==> config.mk <==
export PLATFORM = sky130hd
export DESIGN_NAME = fac_cell
export DESIGN_NICKNAME = d
export VERILOG_FILES = /design/src/hdl/fac_pkg.sv /design/src/hdl/fac_cell.sv
export SDC_FILE = /design/constraint.sdc
export NUM_CORES = 1
export LEC_CHECK = 0
export BUFFER_PORTS_ARGS = -buffer_cell sky130_fd_sc_hd__buf_2
export CAP_MARGIN = 20
export CELL_PAD_IN_SITES_DETAIL_PLACEMENT = 1
export CELL_PAD_IN_SITES_GLOBAL_PLACEMENT = 2
export CORE_UTILIZATION = 32
export DETAILED_ROUTE_END_ITERATION = 12
export HOLD_SLACK_MARGIN = 0.03
export PLACE_DENSITY = 0.92
export SLEW_MARGIN = 15
export SYNTH_ARGS = -nofsm -noshare
export SYNTH_HDL_FRONTEND = slang
export SYNTH_SLANG_ARGS = --single-unit
==> constraint.sdc <==
create_clock -name clk -period 9.6 [get_ports clk]
set_input_delay 0.96 -clock clk [delete_from_list [all_inputs] [get_ports clk]]
set_output_delay 0.96 -clock clk [all_outputs]
set_load 0.02 [all_outputs]
==> src/hdl/fac_pkg.sv <==
package fac_pkg;

	localparam int MAX_BLOCKS_DEF   = 64;
	localparam int HEADER_BYTES_DEF = 32;
	localparam int OFFSET_BITS_DEF  = 24;
	localparam int FIELD_W          = 24;
	localparam logic [FIELD_W-1:0] RESET_HEAP = 24'd65536;

	localparam logic [1:0] STAT_OK       = 2'd0;
	localparam logic [1:0] STAT_NO_FIT   = 2'd1;
	localparam logic [1:0] STAT_FULL     = 2'd2;
	localparam logic [1:0] STAT_BAD_FREE = 2'd3;

	localparam logic OP_ALLOC = 1'b0;
	localparam logic OP_FREE  = 1'b1;

	typedef struct packed {
		logic               op;
		logic [FIELD_W-1:0] request_bytes;
		logic [FIELD_W-1:0] release_offset;
	} req_t;

	typedef struct packed {
		logic [FIELD_W-1:0] payload_offset;
		logic [1:0]         status;
	} rsp_t;

	typedef enum logic [1:0] {
		S_IDLE,
		S_SRCH,
		S_APPLY,
		S_OUT
	} state_t;

	typedef enum logic [2:0] {
		CMD_NONE,
		CMD_INIT,
		CMD_ALLOC,
		CMD_FREE_BOTH,
		CMD_FREE_PREV,
		CMD_FREE_NEXT,
		CMD_FREE_SOLO
	} cmd_kind_t;

	typedef struct packed {
		cmd_kind_t          kind;
		logic [FIELD_W-1:0] req;
		logic [FIELD_W-1:0] rel;
	} cmd_t;

	typedef struct packed {
		logic own;
		logic left;
		logic right;
		logic bef;
	} sel_t;

endpackage

==> src/hdl/fac_cell.sv <==
module fac_cell #(
	parameter int HEADER_BYTES = fac_pkg::HEADER_BYTES_DEF,
	parameter int OFFSET_BITS  = fac_pkg::OFFSET_BITS_DEF,
	parameter bit FIRST        = 1'b0
) (
	input  logic                   clk,
	input  logic                   arst_n,
	input  fac_pkg::cmd_t          cmd,
	input  fac_pkg::sel_t          sel,
	input  logic [OFFSET_BITS-1:0] init_size,
	input  logic                   lv,
	input  logic                   lf,
	input  logic [OFFSET_BITS-1:0] loff,
	input  logic [OFFSET_BITS-1:0] lsize,
	input  logic                   rv,
	input  logic                   rf,
	input  logic [OFFSET_BITS-1:0] roff,
	input  logic [OFFSET_BITS-1:0] rsize,
	input  logic                   rrv,
	input  logic                   rrf,
	input  logic [OFFSET_BITS-1:0] rroff,
	input  logic [OFFSET_BITS-1:0] rrsize,
	output logic                   v,
	output logic                   f,
	output logic [OFFSET_BITS-1:0] off,
	output logic [OFFSET_BITS-1:0] size,
	output logic                   fit,
	output logic                   hit,
	output logic [fac_pkg::FIELD_W-1:0] pofs
);
	import fac_pkg::*;

	localparam int MW = (OFFSET_BITS > FIELD_W) ? OFFSET_BITS : FIELD_W;
	localparam int NW = MW + 10;
	localparam logic [NW-1:0] HDR = NW'(HEADER_BYTES);
	localparam logic [OFFSET_BITS-1:0] RST_SIZE =
		(NW'(RESET_HEAP) >= HDR) ? OFFSET_BITS'(NW'(RESET_HEAP) - HDR) : '0;

	logic                   v_q, f_q;
	logic [OFFSET_BITS-1:0] off_q, size_q;
	logic                   v_d, f_d;
	logic [OFFSET_BITS-1:0] off_d, size_d;
	logic [NW-1:0]          req_x, need_x, size_x, poff_x;

	assign req_x  = NW'(cmd.req);
	assign need_x = req_x + HDR;
	assign size_x = NW'(size_q);
	assign poff_x = NW'(off_q) + HDR;

	assign fit  = v_q & f_q & (size_x >= need_x);
	assign hit  = v_q & ~f_q & (NW'(poff_x[OFFSET_BITS-1:0]) == NW'(cmd.rel));
	assign pofs = poff_x[FIELD_W-1:0];

	always_comb begin
		v_d    = v_q;
		f_d    = f_q;
		off_d  = off_q;
		size_d = size_q;
		case (cmd.kind)
			CMD_INIT: begin
				v_d    = FIRST;
				f_d    = FIRST;
				off_d  = '0;
				size_d = init_size;
			end
			CMD_ALLOC: begin
				if (sel.own) begin
					size_d = OFFSET_BITS'(req_x);
					f_d    = 1'b0;
				end else if (sel.left) begin
					v_d    = 1'b1;
					f_d    = 1'b1;
					off_d  = OFFSET_BITS'(NW'(loff) + need_x);
					size_d = OFFSET_BITS'(NW'(lsize) - need_x);
				end else if (sel.bef) begin
					v_d = lv; f_d = lf; off_d = loff; size_d = lsize;
				end
			end
			CMD_FREE_BOTH: begin
				if (sel.right) begin
					size_d = OFFSET_BITS'(size_x + NW'(rsize) + NW'(rrsize) + HDR + HDR);
				end else if (sel.bef | sel.own) begin
					v_d = rrv; f_d = rrf; off_d = rroff; size_d = rrsize;
				end
			end
			CMD_FREE_PREV: begin
				if (sel.right) begin
					size_d = OFFSET_BITS'(size_x + NW'(rsize) + HDR);
				end else if (sel.bef | sel.own) begin
					v_d = rv; f_d = rf; off_d = roff; size_d = rsize;
				end
			end
			CMD_FREE_NEXT: begin
				if (sel.own) begin
					size_d = OFFSET_BITS'(size_x + NW'(rsize) + HDR);
					f_d    = 1'b1;
				end else if (sel.bef) begin
					v_d = rv; f_d = rf; off_d = roff; size_d = rsize;
				end
			end
			CMD_FREE_SOLO: begin
				if (sel.own) begin
					f_d = 1'b1;
				end
			end
			default: ;
		endcase
	end

	always_ff @(posedge clk or negedge arst_n) begin
		if (!arst_n) begin
			v_q    <= FIRST;
			f_q    <= FIRST;
			off_q  <= '0;
			size_q <= RST_SIZE;
		end else begin
			v_q    <= v_d;
			f_q    <= f_d;
			off_q  <= off_d;
			size_q <= size_d;
		end
	end

	assign v    = v_q;
	assign f    = f_q;
	assign off  = off_q;
	assign size = size_q;

endmodule

==> results by group, run 1 <==
Run status
  • Outcome: completed

Timing
  • Max_slew headroom: between 20% and 30%
  • RSZ-0062 raised after global routing: no
  • Clock Skew: roughly 0.0037 ns
  • Final min period: roughly 5.6 ns
  • Final hold vios: 0
  • Worst-margin pin slew: between 1 and 1.5 ns
  • Final setup violation count: 0
  • Period utilization: a little under 60%
  • Sum Neg Setup Slack: 0 ns
  • Fin. max-slew vios: 0
  • Fmax: 0.178 GHz

Logic synthesis
  • Synth top area share: between 15 and 20%
  • Sequential cell area fraction in the yosys report: about an eighth
  • Flops & latches, synth: 50
  • Syn nets: about 1700
  • Post-Syn Area: 10500 um2
  • Dominant cell type by area after synthesis: ha_1
  • Number of library cell types mapped by synthesis: a little under 90
  • Most common flop cell mapped by yosys: dfrtp_1
  • EDFF count, synth: 0
  • FFs w/ async S/R, synth: between 90% and 100%
  • Synthesized area per cell: 7.64 um2
  • Number of cells produced by synthesis: 1370
  • Total number of yosys warnings: 0
  • Top post-synthesis cells by area: ha_1 (17%), dfrtp_1 (9.3%), xnor2_1 (7.1%)

Critical path
  • R2R Path End: size[23]$_DFFE_PN0P_
  • Crit path to: size[23]$_DFFE_PN0P_
  • CP cell instances: buf_2 > ha_1 > fa_1 > a211oi_2 > o211ai_1 > a311oi_1 > xnor2_1 > ha_1 > ha_1 > nand3_1 > a2111o_1 > and2_1 > o31ai_2 > o211ai_1 > nand3_1 > o211ai_1 > or3_1 > and3_1 > o21ai_1 > a31oi_1
  • Critical Path RT: just under 10 ns
  • Setup crit end kind: flip-flop
  • CP Max Fanout: 6
  • Reg2reg setup slack: roughly 4.3 ns
  • Worst reg2reg path startpoint: size[10]$_DFFE_PN1P_
  • Worst path arrival time: a little under 6 ns
  • Crit path kind: input pin to flip-flop
  • R2r worst-path depth: 19
  • CP max stage cell: fa_1
  • Worst setup path startpoint: rsize[0]
  • Startpoint class of the critical path: input pin
  • Max stage delay on crit path: between 0.4 and 0.5 ns

Cells and area
  • Layout cells sized above 1: a little under a quarter
  • Final nets: roughly 2000
  • Fill count: between 4000 and 5000
  • Design area: around 13000 um2
  • Area of the multi-input gates: approximately 8700 um2
  • Seq. cell area: approximately 1300 um2
  • Area grow syn2layout: 19.6%

Clocking
  • CTS Buf Count: 5
  • Clk buf depth: 2
  • Worst skew pair latency: 0.31 ns
  • Root buffer cell: clkbuf_16
  • CTS Hold Bufs: 0
  • Post-CTS setup buffers: 0
  • TritonCTS clock tree: built
  • H-tree depth: 2
  • Clock sinks: 50
  • CTS clk-pin slew, worst paths: around 0.07 ns
  • Post_cts resized: 0

Floorplan
  • Row cnt: 65
  • Die ar.: 33400 um2
  • Core box area: 31900 um2
  • Initial core utilization: between 30% and 40%
  • Die Ht: ~180 um
  • Io pins: 307
  • Die width: between 150 and 200 um

Global route
  • Number of global-route vias before repair: about 12000
  • Total GRT Usage: a little over a quarter
  • First-pass GRT wire length: roughly 69000 um
  • Initial antenna violation count: 4
  • Largest net degree at the start of global routing: slightly above 50
  • Congestion Overflow GR: 0

Routing
  • Drt drc: 0
  • DRT iter0 DRCs: 738
  • Via-to-Cell Ratio: between 5 and 6
  • Initial DRT Pass Iterations: 6
  • Via count: approximately 12000
  • Post-route ant nets: 0
  • Routed wire length: 46000 um
  • Wire per inst: 22.2 um

Place
  • # port buffers: between 300 and 400
  • Placed inst area: ~12000 um2
  • Post-DP HPWL: roughly 39000 um
  • GP Congestion: 0.871

Power and ir drop
  • Leakage power: roughly 6.0 nW
  • Peak supply drop: 0.0000638 V
  • Power Density: about 170 nW/um2

Job
  • Max-Cap Viols: 0

Worst hold path
  • HP Class: flip-flop to flip-flop
cells in the mapped netlist, types with 7 or more instances:
cell / count
a211oi_1: 19
xor2_1: 61
nand3_1: 39
and3_1: 21
nand2b_1: 19
o21ai_0: 113
o21a_1: 11
a21oi_1: 120
mux2i_1: 17
a22o_1: 17
nor4_1: 8
a222oi_1: 24
a221oi_1: 10
buf_4: 7
nor2_1: 101
a21o_1: 39
nand2_1: 111
o22ai_1: 7
and2_1: 7
a31oi_1: 13
o21bai_1: 10
ha_1: 142
o31ai_1: 11
dfstp_2: 11
or3_1: 8
nor3_1: 21
inv_1: 64
nand4_1: 24
xnor2_1: 85
mux2_2: 12
o211ai_1: 14
dfrtp_1: 39
clkbuf_1: 39
sequential cells by signal (all words and copies together) (netlist names):
register	flops
v	1
size	24
off	24
f	1
cells by family (layout without fill, tap and decap cells):
logic type,count (synthesis),in the layout,share of synthesized area (%)
mux,29,29,2.92
simple gates,391,391,18.3
xor+xnor,148,148,12.6
other cells,0,3,0
fa+ha+maj,146,146,17.7
compound gates,480,480,31.4
buf+inv,126,393,4.90
flops,50,50,12.1
final cells by class:
| type | instances | area share [%] |
|---|---|---|
| Antenna cell | 3 | 0.0600 |
| Timing Repair Buffer | 317 | 12.9 |
| Sequential cell | 50 | 10.1 |
| Tap cell | 435 | 4.35 |
| Clock buffer | 8 | 1.09 |
| Multi-Input combinational cell | 1194 | 69.5 |
| Inverter | 68 | 2.04 |
per-layer routing:
metal,GRT usage [%],part of all wire [%]
met1,33.7,44
met4,9.93,3.4
met5,0,0.037
met2,47.1,47
met3,3.61,5.0
critical path, delay by kind of cell:
kind	cells	cell delay [ns]
compound gates	9	2.06
fa+ha+maj	4	1.38
simple gates	5	0.99
xor+xnor	1	0.30
buf+inv	1	0.11
through the flow:
step | util [%] | setup slack (ns) | power [mW] | instances | hold WS, ns
after floorplan | - | 4.38 | 1.53 | 1370 | 0.519
after detailed placement | 38.8 | 3.62 | 1.98 | 2064 | 0.521
after global routing | 39.3 | 3.57 | 2.38 | 2075 | 0.564
after CTS | 39.2 | 3.96 | 2.18 | 2072 | 0.534
final | 39.3 | 3.97 | 2.19 | 2075 | 0.531
after global placement | 38.8 | 3.66 | 1.95 | 2064 | 0.514
how the worst min path moves through the flow:
stage                          from                   end  cells after the start
3_3_place_gp   size[11]$_DFFE_PN1P_  size[11]$_DFFE_PN1P_                      2
6_report       size[11]$_DFFE_PN1P_  size[11]$_DFFE_PN1P_                      2
3_5_place_dp    off[23]$_DFFE_PN0P_   off[23]$_DFFE_PN0P_                      2
5_1_grt        size[11]$_DFFE_PN1P_  size[11]$_DFFE_PN1P_                      2
4_1_cts        size[11]$_DFFE_PN1P_  size[11]$_DFFE_PN1P_                      2
2_1_floorplan  size[13]$_DFFE_PN1P_  size[13]$_DFFE_PN1P_                      2
power breakdown:
group	leakage [nW]	internal, mW	switching (mW)
clock	0.0652	0.0976	0.0874
sequential	0.625	0.255	0.0703
combinational	5.31	0.689	0.987
cells in the final DEF (no fill, tap or decap), drive strengths merged, types with 6 or more instances in the layout:
cell / instances
mux2: 12
or3: 8
nor2: 102
nor3: 23
o211ai: 15
a31oi: 16
a22o: 17
buf: 317
nor2b: 6
o21bai: 10
nand2b: 19
a222oi: 24
ha: 142
a21o: 40
dfstp: 11
o21a: 11
and3: 21
nand4: 25
or2: 6
mux2i: 17
dfrtp: 39
and2: 7
o21ai: 119
a221oi: 12
o22ai: 7
o31ai: 13
nand3: 39
xnor2: 86
clkbuf: 8
xor2: 62
nand2: 111
a211oi: 20
inv: 66
a21oi: 125
nor4: 11
Power figures use the tool's default switching activity.
==> inputs of run 2 (changes only) <==
- CORE_UTILIZATION: 32 -> 30
- PLACE_DENSITY: 0.92 -> 0.87
- clock period: 9.6 -> 5.2 ns (I/O delays scaled with it)
==> results by group, run 2 (synthesized netlist as in run 1, its figures left out) <==
Run status
  • Outcome: completed (unchanged)

Clocking
  • TritonCTS clock tree: built (unchanged)
  • CTS Buf Count: 5 (unchanged)
  • Worst skew pair latency: 0.31 ns (about the same)
  • H-tree depth: 2 (unchanged)
  • Root buffer cell: clkbuf_16 (unchanged)
  • CTS clk-pin slew, worst paths: 0.07 ns (about the same)
  • Clock sinks: 50 (unchanged)
  • CTS Hold Bufs: 0 (unchanged)
  • Clk buf depth: 2 (unchanged)

Cells and area
  • Commonest non-fill, non-tap cell in the layout: buf_2 (unchanged)
  • Final Core Density: 37.5% (was 39.3%)
  • Most frequent cells in the layout: buf_2 (306), ha_1 (140), a21oi_1 (119) (was buf_2 (306), ha_1 (141), a21oi_1 (120))
  • Final nets: 2059 (was 2013)
  • Area grow syn2layout: 23.5% (was 19.6%)
  • Layout cells sized above 1: 26.3% (was 23.9%)
  • Non-filler cells, final: 2141 (was 2075)

Critical path
  • CP Max Fanout: 4 (was 6)
  • Crit path kind: flip-flop to flip-flop (was input pin to flip-flop)
  • Worst path arrival time: 5.14 ns (was 5.82 ns)
  • R2r worst-path depth: 21 (was 19)
  • Reg2reg setup slack: 0.25 ns (was 4.25 ns)
  • R2R Path End: size[23]$_DFFE_PN0P_ (unchanged)
  • Crit path to: size[23]$_DFFE_PN0P_ (unchanged)
  • Critical Path RT: 5.39 ns (was 9.79 ns)
  • Startpoint class of the critical path: flip-flop (was input pin)
  • Worst setup path startpoint: size[0]$_DFFE_PN0P_ (was rsize[0])
  • Setup crit end kind: flip-flop (unchanged)
  • Worst reg2reg path startpoint: size[0]$_DFFE_PN0P_ (was size[10]$_DFFE_PN1P_)

Power and ir drop
  • Combinational power share: 78.8% (was 76.7%)
  • Switching power: 2.23 mW (was 1.14 mW)
  • Switching share of power: 50.8% (was 52.4%)
  • Peak supply drop: 0.000195 V (was 0.0000638 V)
  • Power after layout: 4.39 mW (was 2.19 mW)
  • Power Density: 340 nW/um2 (was 175 nW/um2)
  • Internal: 2.16 mW (was 1.04 mW)
  • Seq pwr share: 13.4% (was 14.9%)
  • Clock power share: 7.8% (was 8.5%)
  • Leakage power: 6.23 nW (was 6.00 nW)

Floorplan
  • Io pins: 307 (unchanged)
  • Die ar.: 35600 um2 (was 33400 um2)
  • Core box area: 34500 um2 (was 31900 um2)
  • Row cnt: 68 (was 65)
  • Initial core utilization: 30.4% (was 32.8%)
  • Die width: 189 um (was 183 um)
  • Die Ht: 189 um (was 183 um)

Job
  • Max-Cap Viols: 0 (unchanged)

Place
  • GP Congestion: 0.889 (was 0.871)
  • Cell count after placement: 2127 (was 2064)
  • # port buffers: 306 (unchanged)
  • Post-DP HPWL: 40600 um (was 38700 um)

Global route
  • Total GRT Usage: 26.5% (was 27.0%)
  • Initial antenna violation count: 10 (was 4)
  • First-pass GRT wire length: 72700 um (was 68900 um)
  • Largest net degree at the start of global routing: 51 (unchanged)
  • Number of global-route vias before repair: 12792 (was 12088)
  • Congestion Overflow GR: 0 (unchanged)

Worst hold path
  • HP Class: input pin to async pin (was flip-flop to flip-flop)

Timing
  • RSZ-0062 raised after global routing: no (unchanged)
  • Final hold vios: 0 (unchanged)
  • Fmax: roughly 0.2 GHz
  • Max_slew headroom: 27.5% (was 20.7%)
  • Hold slack final: 0.352 ns (was 0.531 ns)
  • Period utilization: around 95%
  • Worst-margin pin slew: 1.09 ns (was 1.19 ns)
  • Final min period: between 4 and 5 ns
  • Fin. max-slew vios: 0 (unchanged)
  • Final setup violation count: 0 (unchanged)
  • Clock Skew: 0.00476 ns (was 0.00368 ns)

Routing
  • Post-route ant nets: 0 (unchanged)
  • Initial DRT Pass Iterations: 7 (was 6)
  • Via-to-Cell Ratio: 5.67 (was 5.68)
  • Via count: 12148 (was 11781)
  • Wire per inst: 22.4 um (was 22.2 um)
  • DRT iter0 DRCs: 761 (was 738)
  • Drt drc: 0 (unchanged)
  • Routed wire length: 47900 um (was 46000 um)
[run 2: repair_timing]
item	4_1_cts	5_1_grt
gates resized for setup	0	12
buffers inserted	0	3
hold endpoints to repair	0	0
endpoints found under the setup margin	0	4
[run 2: metal layers]
metal  up-vias  track usage [%]  share of wire [%]
li1       5762                -                  -
met1      5876             32.1                 43
met2       413             46.7                 48
met3        83             3.93                5.2
met4        14             10.3                3.7
met5         -                0               0.19
[run 2: how the worst min path moves through the flow]
stage / start / end / slack, ns / depth (start not counted)
floorplan: arst_n / f$_DFFE_PN0P_ / 0.22 / 0
global placement: size[5]$_DFFE_PN1P_ / size[5]$_DFFE_PN1P_ / 0.50 / 2
detailed placement: size[5]$_DFFE_PN1P_ / size[5]$_DFFE_PN1P_ / 0.51 / 2
CTS: arst_n / off[0]$_DFFE_PN0P_ / 0.37 / 2
global route: arst_n / off[5]$_DFFE_PN0P_ / 0.42 / 2
finish: arst_n / off[5]$_DFFE_PN0P_ / 0.35 / 2
[run 2: critical path, cell delays in order, from the launching register on]
cell and delay, ns:
dfrtp_1 0.42, ha_1 0.24, fa_2 0.37, a211oi_2 0.28
o211ai_1 0.18, a311oi_1 0.31, buf_4 0.16, xnor2_1 0.16
ha_1 0.29, ha_1 0.34, nand3_1 0.12, a2111o_1 0.36
and2_4 0.18, o31ai_4 0.25, o211ai_1 0.11, buf_4 0.15
nand3_1 0.08, o211ai_1 0.12, or3_1 0.34, and3_1 0.17
o21ai_1 0.13, a31oi_1 0.08
[run 2: power by group through the flow]
| stage | combinational (mW) | sequential [mW] | clock, mW |
|---|---|---|---|
| final | 3.46 | 0.589 | 0.341 |
| after detailed placement | 3.38 | 0.593 | 0 |
| after CTS | 3.40 | 0.586 | 0.348 |
| after global routing | 3.83 | 0.597 | 0.362 |
| after global placement | 3.29 | 0.591 | 0 |
| after floorplan | 2.19 | 0.628 | 0 |
[run 2: cell type report]
class                      count  area, um2
inverter                      68        255
multi-input combinational   1194       8730
timing repair buffer         363       1960
tap                          455        569
sequential                    50       1270
fill                        4335      21500
antenna                        3       7.51
clock buffer                   8        136
[run 2: stage by stage]
stage	setup TNS (ns)	cell area, um2	worst slack (ns)
after floorplan	0	10500	0.385
after global placement	-0.0254	12700	-0.0254
after detailed placement	-0.109	12700	-0.109
after CTS	0	12900	0.0726
after global routing	0	12900	0.00478
final	0	12900	0.247
==> inputs of run 3 (changes only) <==
- CORE_MARGIN: default -> 4
==> results by group, run 3 (synthesized netlist as in run 1, its figures left out) <==
Critical path
  • Worst path arrival time: 5.18 ns (was 5.14 ns)
  • Worst setup path startpoint: size[0]$_DFFE_PN0P_ (unchanged)
  • CP Max Fanout: 4 (unchanged)
  • Critical Path RT: 5.40 ns (was 5.39 ns)
  • Worst reg2reg path startpoint: size[0]$_DFFE_PN0P_ (unchanged)
  • Setup crit end kind: flip-flop (unchanged)
  • Startpoint class of the critical path: flip-flop (unchanged)
  • Crit path kind: flip-flop to flip-flop (unchanged)

Timing
  • Fin. max-slew vios: 0 (unchanged)
  • Sum Neg Setup Slack: 0 ns (unchanged)
  • Max_slew headroom: 24.6% (was 27.5%)
  • Clock Skew: 0.00362 ns (was 0.00476 ns)
  • Final hold vios: 0 (unchanged)
  • Final min period: 4.98 ns (was 4.95 ns)
  • Period utilization: 95.7% (was 95.2%)
  • Worst-margin pin slew: 1.13 ns (was 1.09 ns)
  • Fmax: 0.201 GHz (was 0.202 GHz)
  • Final setup violation count: 0 (unchanged)

Cells and area
  • Layout cells sized above 1: 26.2% (was 26.3%)
  • Commonest non-fill, non-tap cell in the layout: buf_2 (unchanged)
  • Most frequent cells in the layout: buf_2 (306), ha_1 (138), a21oi_1 (119) (was buf_2 (306), ha_1 (140), a21oi_1 (119))
  • Final Core Density: 37.6% (was 37.5%)
  • Fill count: 4369 (was 4335)
  • Area grow syn2layout: 23.8% (was 23.5%)
  • Final nets: 2057 (was 2059)

Routing
  • Post-route ant nets: 0 (unchanged)
  • Via-to-Cell Ratio: 5.61 (was 5.67)
  • Routed wire length: 48700 um (was 47900 um)
  • Drt drc: 0 (unchanged)
  • Via count: 12018 (was 12148)
  • Initial DRT Pass Iterations: 6 (was 7)
  • DRT iter0 DRCs: 693 (was 761)
  • Wire per inst: 22.8 um (was 22.4 um)

Job
  • Max-Cap Viols: 0 (unchanged)

Clocking
  • Worst skew pair latency: 0.32 ns (was 0.31 ns)
  • TritonCTS clock tree: built (unchanged)
  • Clk buf depth: 2 (unchanged)
  • Clock sinks: 50 (unchanged)
  • H-tree depth: 2 (unchanged)
  • Root buffer cell: clkbuf_16 (unchanged)
  • CTS clk-pin slew, worst paths: 0.08 ns (was 0.07 ns)
  • CTS Hold Bufs: 0 (unchanged)
  • CTS Buf Count: 5 (unchanged)

Global route
  • Total GRT Usage: 24.3% (was 26.5%)
  • Initial antenna violation count: 8 (was 10)
  • Largest net degree at the start of global routing: 51 (unchanged)
  • Number of global-route vias before repair: 12426 (was 12792)
  • Congestion Overflow GR: 0 (unchanged)
  • First-pass GRT wire length: 72300 um (was 72700 um)

Place
  • Post-DP HPWL: 41500 um (was 40600 um)
  • GP Congestion: 0.926 (was 0.889)
  • # port buffers: 306 (unchanged)

Floorplan
  • Die ar.: 37900 um2 (was 35600 um2)
  • Row cnt: 68 (unchanged)
  • Initial core utilization: 30.4% (unchanged)
  • Io pins: 307 (unchanged)
  • Core box area: 34500 um2 (unchanged)
  • Die width: 195 um (was 189 um)
  • Die Ht: 195 um (was 189 um)

Run status
  • Outcome: completed (unchanged)

Power and ir drop
  • Leakage power: 6.22 nW (was 6.23 nW)
  • Power Density: 339 nW/um2 (was 340 nW/um2)
  • Peak supply drop: 0.000146 V (was 0.000195 V)
  • Power after layout: 4.39 mW (about the same)

Worst hold path
  • HP Class: input pin to async pin (unchanged)
==> run 3: per-layer routing <==
layer | track usage, % | wire length [um] | up-vias
met5 | 0 | 64 | -
met4 | 8.07 | 1600 | 10
met3 | 4.42 | 2960 | 73
met2 | 41.6 | 22700 | 406
met1 | 30.8 | 21400 | 5773
li1 | - | - | 5756
==> run 3: repair_timing <==
action                     4_1_cts  5_1_grt
buffers inserted                 0        5
setup endpoints to repair        0        5
resized for setup                0       11
==> run 3: worst paths after layout <==
| path | slack, ns | cells after the start | endpoint |
|---|---|---|---|
| worst max-delay path | 0.22 | 24 | size[23]$_DFFE_PN0P_ |
| worst min-delay path | 0.32 | 2 | off[3]$_DFFE_PN0P_ |
| worst max register to register | 0.22 | 24 | size[23]$_DFFE_PN0P_ |
| min in group clk | 0.48 | 3 | size[10]$_DFFE_PN1P_ |
| max in group asynchronous | 4.37 | 2 | size[0]$_DFFE_PN0P_ |
| worst min register to register | 0.53 | 2 | off[23]$_DFFE_PN0P_ |
==> run 3: stage by stage <==
stage | hold slack (ns) | worst slack [ns] | instance area (um2) | instances
floorplan | 0.224 | 0.385 | 10500 | 1370
global placement | 0.507 | -0.00522 | 12700 | 2123
detailed placement | 0.518 | -0.125 | 12700 | 2123
CTS | 0.347 | 0.0683 | 12800 | 2131
global route | 0.384 | -0.0471 | 12900 | 2138
finish | 0.325 | 0.225 | 13000 | 2141
==> run 3: cell type report <==
type | instances | area (um2) | area share [%]
Antenna cell | 5 | 12.5 | 0.0966
Clock buffer | 8 | 136 | 1.05
Inverter | 68 | 255 | 1.97
Multi-Input combinational cell | 1194 | 8770 | 67.7
Sequential cell | 50 | 1260 | 9.77
Tap cell | 455 | 569 | 4.40
Timing Repair Buffer | 361 | 1940 | 15.0
==> run 3: where the power goes <==
part           total [mW]  switching [mW]  internal [mW]
Clock               0.352           0.172          0.180
Combinational        3.44            1.92           1.52
Sequential          0.594           0.124          0.470
Total                4.39            2.22           2.17
==> run 3: critical path, cell delays in order, from the launching register on <==
cell and delay (ns):
dfrtp_1 0.41, ha_2 0.22, fa_2 0.44, a211oi_4 0.27
buf_4 0.16, buf_4 0.10, buf_4 0.09, o211ai_1 0.10
a31oi_2 0.18, buf_4 0.17, xnor2_4 0.12, ha_1 0.25
ha_1 0.34, a21oi_1 0.07, o21ai_0 0.23, a21oi_1 0.13
and2_1 0.21, o31ai_4 0.26, o211ai_1 0.18, nand3_1 0.12
o211ai_1 0.10, or3_1 0.33, and3_1 0.18, o21ai_1 0.13
a31oi_1 0.08
